### src/hdl/sla_pkg.sv
// ---------------------------------------------------------------------------
// Status LED animator package
// Types and constants for the status LED animator.
// ---------------------------------------------------------------------------
package sla_pkg;

    typedef enum logic [1:0] {
        MODE_BREATHE = 2'd0,
        MODE_SOLID   = 2'd1,
        MODE_BLINK   = 2'd2
    } anim_mode_t;

    typedef enum logic [2:0] {
        ST_IDLE   = 3'd0,
        ST_UPDATE = 3'd1,
        ST_MUL1   = 3'd2,
        ST_MUL2   = 3'd3,
        ST_WRITE  = 3'd4
    } fsm_state_t;

    localparam logic [2:0] CODE_BOOT   = 3'd0;
    localparam logic [2:0] CODE_WIFI   = 3'd1;
    localparam logic [2:0] CODE_IDLE   = 3'd2;
    localparam logic [2:0] CODE_STREAM = 3'd3;
    localparam logic [2:0] CODE_LINK   = 3'd4;
    localparam logic [2:0] CODE_ERROR  = 3'd5;

    localparam logic [23:0] COLOR_BLUE   = 24'h0000FF;
    localparam logic [23:0] COLOR_ORANGE = 24'hFFA500;
    localparam logic [23:0] COLOR_CYAN   = 24'h00FFFF;
    localparam logic [23:0] COLOR_PURPLE = 24'h800080;
    localparam logic [23:0] COLOR_GREEN  = 24'h00FF00;
    localparam logic [23:0] COLOR_RED    = 24'hFF0000;
    localparam logic [23:0] COLOR_BLACK  = 24'h000000;

    localparam logic [7:0] FULL_SCALE   = 8'd255;
    localparam logic [8:0] STEP_PEAK    = 9'd255;
    localparam logic [8:0] STEP_FLOOR   = 9'd20;
    localparam logic [8:0] STEP_DELTA   = 9'd2;
    localparam logic [8:0] BLINK_LAST   = 9'd20;
    localparam logic [8:0] BLINK_ON     = 9'd10;
    localparam logic [8:0] STEP_MAX     = 9'd256;

endpackage

### src/hdl/sla_lane.sv
// ---------------------------------------------------------------------------
// Status LED animator scaling lane
// Bit-serial shift-add multiplier followed by an exact divide by 255 with
// saturation at 255. One multiplier bit is consumed per cycle.
// ---------------------------------------------------------------------------
module sla_lane (
    input  logic       clk,
    input  logic       rst_n,
    input  logic       start,
    input  logic [7:0] a,
    input  logic [8:0] b,
    output logic       done,
    output logic [7:0] q
);

    logic       busy_reg, busy_next;
    logic       done_reg, done_next;
    logic [3:0] cnt_reg, cnt_next;
    logic [7:0] a_reg, a_next;
    logic [8:0] hi_reg, hi_next;
    logic [8:0] lo_reg, lo_next;

    logic [9:0]  sum;
    logic [15:0] prod;
    logic [16:0] div_sum;
    logic [8:0]  quo;

    always_comb
    begin
        busy_next = busy_reg;
        done_next = 1'b0;
        cnt_next  = cnt_reg;
        a_next    = a_reg;
        hi_next   = hi_reg;
        lo_next   = lo_reg;
        sum       = {1'b0, hi_reg} + (lo_reg[0] ? {2'b00, a_reg} : 10'd0);
        if (start)
        begin
            busy_next = 1'b1;
            cnt_next  = 4'd0;
            a_next    = a;
            hi_next   = 9'd0;
            lo_next   = b;
        end
        else if (busy_reg)
        begin
            hi_next  = sum[9:1];
            lo_next  = {sum[0], lo_reg[8:1]};
            cnt_next = cnt_reg + 4'd1;
            if (cnt_reg == 4'd8)
            begin
                busy_next = 1'b0;
                done_next = 1'b1;
            end
        end
    end

    always_ff @(posedge clk or negedge rst_n)
    begin
        if (!rst_n)
        begin
            busy_reg <= 1'b0;
            done_reg <= 1'b0;
            cnt_reg  <= 4'd0;
        end
        else
        begin
            busy_reg <= busy_next;
            done_reg <= done_next;
            cnt_reg  <= cnt_next;
        end
    end

    always_ff @(posedge clk)
    begin
        a_reg  <= a_next;
        hi_reg <= hi_next;
        lo_reg <= lo_next;
    end

    // The product never exceeds 255 * 256, where this reciprocal form is exact.
    assign prod    = {hi_reg[6:0], lo_reg};
    assign div_sum = {1'b0, prod} + {9'd0, prod[15:8]} + 17'd1;
    assign quo     = div_sum[16:8];
    assign q       = quo[8] ? 8'hFF : quo[7:0];
    assign done    = done_reg;

    a_done_ends_busy: assert property (@(posedge clk) disable iff (!rst_n)
        done_reg |-> !busy_reg)
        else $error("lane reports done while still busy");

endmodule

### src/hdl/status_led_animator.sv
// ---------------------------------------------------------------------------
// Status LED animator
// Selects a status color and animation, steps a breathe or blink animation on
// each tick, and scales the color by the animation gain and by the global brightness.
// ---------------------------------------------------------------------------
// An accepted input transaction passes the update state, two multiply passes and
// the write state before the output is valid. Items are taken one at a time: each
// takes two passes of the bit-serial multiply in each of three channel lanes.
// A finished result waits in the output register while the next item is taken.
// Reset: brightness 255, breathe mode, blue color, step 0 counting up.
module status_led_animator (
    input  logic        clk,
    input  logic        rst_n,
    input  logic        s_tvalid,
    output logic        s_tready,
    input  logic [7:0]  s_tdata,   // [2:0] state_code, [7:3] zero
    input  logic        s_tuser,   // [0] req_type
    output logic        m_tvalid,
    input  logic        m_tready,
    output logic [23:0] m_tdata,   // [7:0] red, [15:8] green, [23:16] blue
    input  logic        cfg_valid,
    output logic        cfg_ready,
    input  logic [7:0]  cfg_data
);

    sla_pkg::fsm_state_t state_reg, state_next;
    sla_pkg::anim_mode_t mode_reg, mode_sel;

    logic [7:0]  bright_reg;
    logic [23:0] color_reg, color_sel;
    logic [8:0]  step_reg, step_new, step_base, step_inc;
    logic        rising_reg, rising_new, rising_base;
    logic        req_reg;
    logic [2:0]  code_reg;
    logic        out_valid_reg, out_valid_next;
    logic [23:0] out_data_reg;

    logic       set_req;
    logic [8:0] gain;
    logic       lane_start;
    logic       out_load;
    logic [2:0] lane_done;
    logic [7:0] lane_q [3];
    logic [7:0] lane_a [3];
    logic [8:0] lane_b;

    assign set_req = !req_reg;

    always_comb
    begin
        mode_sel  = mode_reg;
        color_sel = color_reg;
        if (set_req)
        begin
            case (code_reg)
                sla_pkg::CODE_BOOT:
                begin
                    mode_sel  = sla_pkg::MODE_BREATHE;
                    color_sel = sla_pkg::COLOR_BLUE;
                end
                sla_pkg::CODE_WIFI:
                begin
                    mode_sel  = sla_pkg::MODE_BREATHE;
                    color_sel = sla_pkg::COLOR_ORANGE;
                end
                sla_pkg::CODE_IDLE:
                begin
                    mode_sel  = sla_pkg::MODE_SOLID;
                    color_sel = sla_pkg::COLOR_CYAN;
                end
                sla_pkg::CODE_STREAM:
                begin
                    mode_sel  = sla_pkg::MODE_SOLID;
                    color_sel = sla_pkg::COLOR_PURPLE;
                end
                sla_pkg::CODE_LINK:
                begin
                    mode_sel  = sla_pkg::MODE_BLINK;
                    color_sel = sla_pkg::COLOR_GREEN;
                end
                sla_pkg::CODE_ERROR:
                begin
                    mode_sel  = sla_pkg::MODE_BLINK;
                    color_sel = sla_pkg::COLOR_RED;
                end
                default:
                begin
                    color_sel = sla_pkg::COLOR_BLACK;
                end
            endcase
        end
    end

    always_comb
    begin
        step_base   = set_req ? 9'd0 : step_reg;
        rising_base = set_req ? 1'b1 : rising_reg;
        step_inc    = step_base + 9'd1;
        step_new    = step_base;
        rising_new  = rising_base;
        gain        = {1'b0, sla_pkg::FULL_SCALE};
        case (mode_sel)
            sla_pkg::MODE_BREATHE:
            begin
                if (rising_base)
                begin
                    step_new   = step_base + sla_pkg::STEP_DELTA;
                    rising_new = !(step_new >= sla_pkg::STEP_PEAK);
                end
                else
                begin
                    step_new   = step_base - sla_pkg::STEP_DELTA;
                    rising_new = (step_new <= sla_pkg::STEP_FLOOR);
                end
                gain = step_new;
            end
            sla_pkg::MODE_BLINK:
            begin
                step_new = (step_inc > sla_pkg::BLINK_LAST) ? 9'd0 : step_inc;
                if (step_new >= sla_pkg::BLINK_ON)
                begin
                    gain = 9'd0;
                end
            end
            default:
            begin
                gain = {1'b0, sla_pkg::FULL_SCALE};
            end
        endcase
    end

    always_comb
    begin
        state_next = state_reg;
        case (state_reg)
            sla_pkg::ST_IDLE:
            begin
                if (s_tvalid)
                begin
                    state_next = sla_pkg::ST_UPDATE;
                end
            end
            sla_pkg::ST_UPDATE:
            begin
                state_next = sla_pkg::ST_MUL1;
            end
            sla_pkg::ST_MUL1:
            begin
                if (lane_done[0])
                begin
                    state_next = sla_pkg::ST_MUL2;
                end
            end
            sla_pkg::ST_MUL2:
            begin
                if (lane_done[0])
                begin
                    state_next = sla_pkg::ST_WRITE;
                end
            end
            sla_pkg::ST_WRITE:
            begin
                if (!out_valid_reg || m_tready)
                begin
                    state_next = sla_pkg::ST_IDLE;
                end
            end
            default:
            begin
                state_next = sla_pkg::ST_IDLE;
            end
        endcase
    end

    always_comb
    begin
        s_tready   = 1'b0;
        lane_start = 1'b0;
        out_load   = 1'b0;
        case (state_reg)
            sla_pkg::ST_IDLE:
            begin
                s_tready = 1'b1;
            end
            sla_pkg::ST_UPDATE:
            begin
                lane_start = 1'b1;
            end
            sla_pkg::ST_MUL1:
            begin
                lane_start = lane_done[0];
            end
            sla_pkg::ST_WRITE:
            begin
                out_load = !out_valid_reg || m_tready;
            end
            default:
            begin
                s_tready = 1'b0;
            end
        endcase
    end

    always_comb
    begin
        if (state_reg == sla_pkg::ST_UPDATE)
        begin
            lane_a[0] = color_sel[23:16];
            lane_a[1] = color_sel[15:8];
            lane_a[2] = color_sel[7:0];
            lane_b    = gain;
        end
        else
        begin
            lane_a[0] = lane_q[0];
            lane_a[1] = lane_q[1];
            lane_a[2] = lane_q[2];
            lane_b    = {1'b0, bright_reg};
        end
    end

    for (genvar i = 0; i < 3; i++)
    begin : g_lane
        sla_lane u_lane (
            .clk   (clk),
            .rst_n (rst_n),
            .start (lane_start),
            .a     (lane_a[i]),
            .b     (lane_b),
            .done  (lane_done[i]),
            .q     (lane_q[i])
        );
    end

    always_comb
    begin
        out_valid_next = out_valid_reg;
        if (out_load)
        begin
            out_valid_next = 1'b1;
        end
        else if (m_tready)
        begin
            out_valid_next = 1'b0;
        end
    end

    always_ff @(posedge clk or negedge rst_n)
    begin
        if (!rst_n)
        begin
            state_reg     <= sla_pkg::ST_IDLE;
            bright_reg    <= sla_pkg::FULL_SCALE;
            mode_reg      <= sla_pkg::MODE_BREATHE;
            color_reg     <= sla_pkg::COLOR_BLUE;
            step_reg      <= 9'd0;
            rising_reg    <= 1'b1;
            out_valid_reg <= 1'b0;
        end
        else
        begin
            state_reg     <= state_next;
            out_valid_reg <= out_valid_next;
            if (cfg_valid)
            begin
                bright_reg <= cfg_data;
            end
            if (state_reg == sla_pkg::ST_UPDATE)
            begin
                mode_reg   <= mode_sel;
                color_reg  <= color_sel;
                step_reg   <= step_new;
                rising_reg <= rising_new;
            end
        end
    end

    always_ff @(posedge clk)
    begin
        if (s_tvalid && s_tready)
        begin
            req_reg  <= s_tuser;
            code_reg <= s_tdata[2:0];
        end
        if (out_load)
        begin
            out_data_reg <= {lane_q[2], lane_q[1], lane_q[0]};
        end
    end

    assign cfg_ready = 1'b1;
    assign m_tvalid  = out_valid_reg;
    assign m_tdata   = out_data_reg;

    a_accept_starts_update: assert property (@(posedge clk) disable iff (!rst_n)
        s_tvalid && s_tready |=> state_reg == sla_pkg::ST_UPDATE)
        else $error("accepted transaction did not start an update");

    a_lanes_lockstep: assert property (@(posedge clk) disable iff (!rst_n)
        lane_done == 3'b000 || lane_done == 3'b111)
        else $error("channel lanes out of step");

    a_step_bound: assert property (@(posedge clk) disable iff (!rst_n)
        step_reg <= sla_pkg::STEP_MAX)
        else $error("breathe step beyond its peak");

    a_blink_range: assert property (@(posedge clk) disable iff (!rst_n)
        mode_reg == sla_pkg::MODE_BLINK |-> step_reg <= sla_pkg::BLINK_LAST)
        else $error("blink step out of range");

    a_load_frees_input: assert property (@(posedge clk) disable iff (!rst_n)
        out_load |=> s_tready && m_tvalid)
        else $error("output load did not return to idle with valid result");

endmodule
### config.mk
export PLATFORM = sky130hd
export DESIGN_NAME = status_led_animator
export DESIGN_NICKNAME = d
export VERILOG_FILES = /design/src/hdl/sla_pkg.sv /design/src/hdl/sla_lane.sv /design/src/hdl/status_led_animator.sv
export SDC_FILE = /design/constraint.sdc
export NUM_CORES = 1
export LEC_CHECK = 0
export BUFFER_PORTS_ARGS = -buffer_cell sky130_fd_sc_hd__buf_2
export CORE_MARGIN = 3
export CORE_UTILIZATION = 25
export CTS_CLUSTER_DIAMETER = 100
export DETAILED_ROUTE_END_ITERATION = 8
export RECOVER_POWER = 25
export SLEW_MARGIN = 20
export SYNTH_ARGS = -nofsm -noshare
export SYNTH_HDL_FRONTEND = slang
export SYNTH_SLANG_ARGS = --single-unit
export TNS_END_PERCENT = 100
### constraint.sdc
create_clock -name clk -period 4.7 [get_ports clk]
set_input_delay 0.705 -clock clk [delete_from_list [all_inputs] [get_ports clk]]
set_output_delay 0.705 -clock clk [all_outputs]
set_load 0.1 [all_outputs]
==> impl_metrics.toml <==
[grt]
grt_pass1_vias = 7574
grt_max_degree = 51
track_usage = 0.120
antenna_found_initial = 0
gr-total-overflow = 0
grt_pass1_wl_um = 39900

[critical_path]
cp-start-kind = "flip-flop"
critPathSlowestCell = "dfrtp_1"
cp_data_required_time_ns = 4.87
path_common_cell = "nand2_1"
cp.buffers_inverters = 1
critPathCaptureType = "flip-flop"
critical_path.top_delay_family = "compound AO/OA/AOI/OAI gates"
arrival_ns = 3.59
max_stage_delay_ns = 0.71
startpoint = "step_reg[1]"
crit_chain = "nand2_1, inv_1, ha_1, xnor2_1, nand2_1, o311ai_1, nand3_1, o211ai_1, o21ai_0"
rr_startpoint = "step_reg[1]"
critPathKind = "flip-flop to flip-flop"
worstPathMaxFanout = 18

[finish]
drive_above_1_share = 0.131
fillCellCount = 4042
diodes = 0
syn_to_final_growth_pct = 13.0
stdcell_count = 1591
nets = 1141

[min_path]
hp-class = "input port to asynchronous set/reset pin"

[power_and_ir_drop]
leakage_uw = 0.00468
ir_worst_vdd_mv = 0.339
power.density_nw_per_um2 = 673

[yosys]
synth_top_cell_by_area = "edfxtp_1"
synth_fp_nets = 1126
synth_most_common_cell = "nand2_1"
synth_seq_cells = 170
synth_ff_type = "edfxtp_1"
yosysTopAreaCellShare = 0.238
syn_area_per_cell_um2 = 9.54
synth_area_leaders = "edfxtp_1, dfrtp_1, ha_1"
synthesis.area_um2 = 9970
synthTopCellsByCount = "nand2_1, nor2_1, edfxtp_1, ha_1"
synth-async-reset-ratio = 0.376
yosysSeqAreaShare = 0.455
ys_types = 76
synth_cells = 1045
yosys_warnings = 0
synth-edff-count = 79

[clocking]
postCtsSetupRepairBufs = 0
htreeDepth = 4
cts_tree = "yes"
clock_latency_ns = 0.44
cts-hold-fix-buffers = 0
clkSinkCount = 170
cts-root-buf = "clkbuf_16"
numCtsBuffers = 17
cts.clk_slew.worst_paths_ns = 0.07
cts_buffer_depth = 2
cts_resized = 0

[place]
port_buffers = 42
place_inst = 1559
hpwl_um = 17600
place_congestion = 0.898

[die]
row_count = 72
initial_core_util = 0.256
boundaryPins = 49
core-area_um2 = 39000
die-area_um2 = 42300
die_height_um = 206
die-width_um = 206

[sta]
worst_pin_slew_ns = 2.39
period_needed_ns = 3.41
clock_skew_ns = 0.0141
rsz0062_at_grt = "false"
slew_violations = 46
maxSlewHeadroom = -0.592
hold_viol_final = 0
max_freq_mhz = 293
setup_viol = 0
finalCritPeriodShare = 0.726
tns_ns = 0
whs_ns = 0.436

[flow_run]
drv_cap = 1

[routing]
ant_nets = 0
wl_per_cell_um = 15.4
drc_errors = 0
wirelength_um = 24500
drt-vias-per-instance = 4.85
vias = 7716
drtIter0Drc = 677
first_pass_iters = 6

[outcome]
outcome = "complete, but fails checks"
violations = "max-capacitance violations, max-slew violations"
-- per-stage QoR --
stage	instance area [um^2]	total power, uW	utilization	setup WS, ns
floorplan	9970	5370	-	1.44
CTS	11300	7640	0.289	1.40
global placement	10700	6050	0.274	1.45
finish	11300	7590	0.289	1.29
detailed placement	10700	6190	0.274	1.40
global route	11300	8250	0.289	0.748
-- path summary, 6_finish.rpt --
check	to	slack, ns	cells after the start
max in group asynchronous	g_lane[0].u_lane.cnt_reg[0]	1.45	2
hold reg to reg	g_lane[1].u_lane.hi_reg[8]	0.44	2
min in group clk	code_reg[2]	0.44	1
setup / recovery	g_lane[1].u_lane.lo_reg[7]	1.29	9
hold / removal	g_lane[1].u_lane.cnt_reg[2]	0.44	1
setup reg to reg	g_lane[1].u_lane.lo_reg[7]	1.29	9
-- routing by layer --
metal / vias to the layer above / GRT usage / routed length, um
met1: 3714 / 0.159 / 11500
met3: 36 / 0.0252 / 1080
li1: 3781 / - / -
met5: - / 0 / 0
met4: 0 / 0.0486 / 578
met2: 185 / 0.189 / 11300
-- placed cells by master (no fill, tap or decap), drive strengths merged, types with 15 or more instances in the layout --
cell,Yosys,layout
nand3,40,40
nand4,15,15
dfstp,17,17
ha,56,56
inv,41,48
xor2,22,22
o21ai,53,53
nand2,152,152
dfxtp,27,27
nor2,87,87
buf,20,49
a21o,21,21
clkbuf,36,25
and2,24,24
dfrtp,47,47
nand3b,17,17
edfxtp,79,79
nor3,20,20
mux2,27,27
a21oi,50,50
-- cell type report --
cell class                 count  area (um^2)  area share
sequential                   170         4540       0.403
clock inverter                10         88.8     0.00789
clock buffer                  22          507      0.0450
inverter                      42          158      0.0140
timing repair buffer          52          279      0.0248
multi-input combinational    777         5050       0.448
tap                          518          648      0.0575
-- worst reg2reg max path: stages (launching register included) --
cell and delay (ns):
dfrtp_1 0.71, nand2_1 0.27, inv_1 0.16, ha_1 0.38, xnor2_1 0.16, nand2_1 0.07
o311ai_1 0.41, nand3_1 0.35, o211ai_1 0.47, o21ai_0 0.16
-- kinds of logic (layout without fill, tap and decap cells) --
kind of cell,after synthesis,count (layout),synth area share
AOI/OAI and AO/OA,231,231,0.157
xor gates and xnor gates,36,36,0.0324
adders and majority gates,59,59,0.0763
buffers and inverters,98,126,0.0401
DFF,170,170,0.455
muxes,41,41,0.0445
other,1,1,0.000376
and+or+nand+nor,409,409,0.194
-- power breakdown --
group          switching (uW)  total, uW  internal, uW
combinational            1730       3150          1420
sequential                728       3010          2280
clock                     640       1420           785
(Power assumes the default switching activity.)
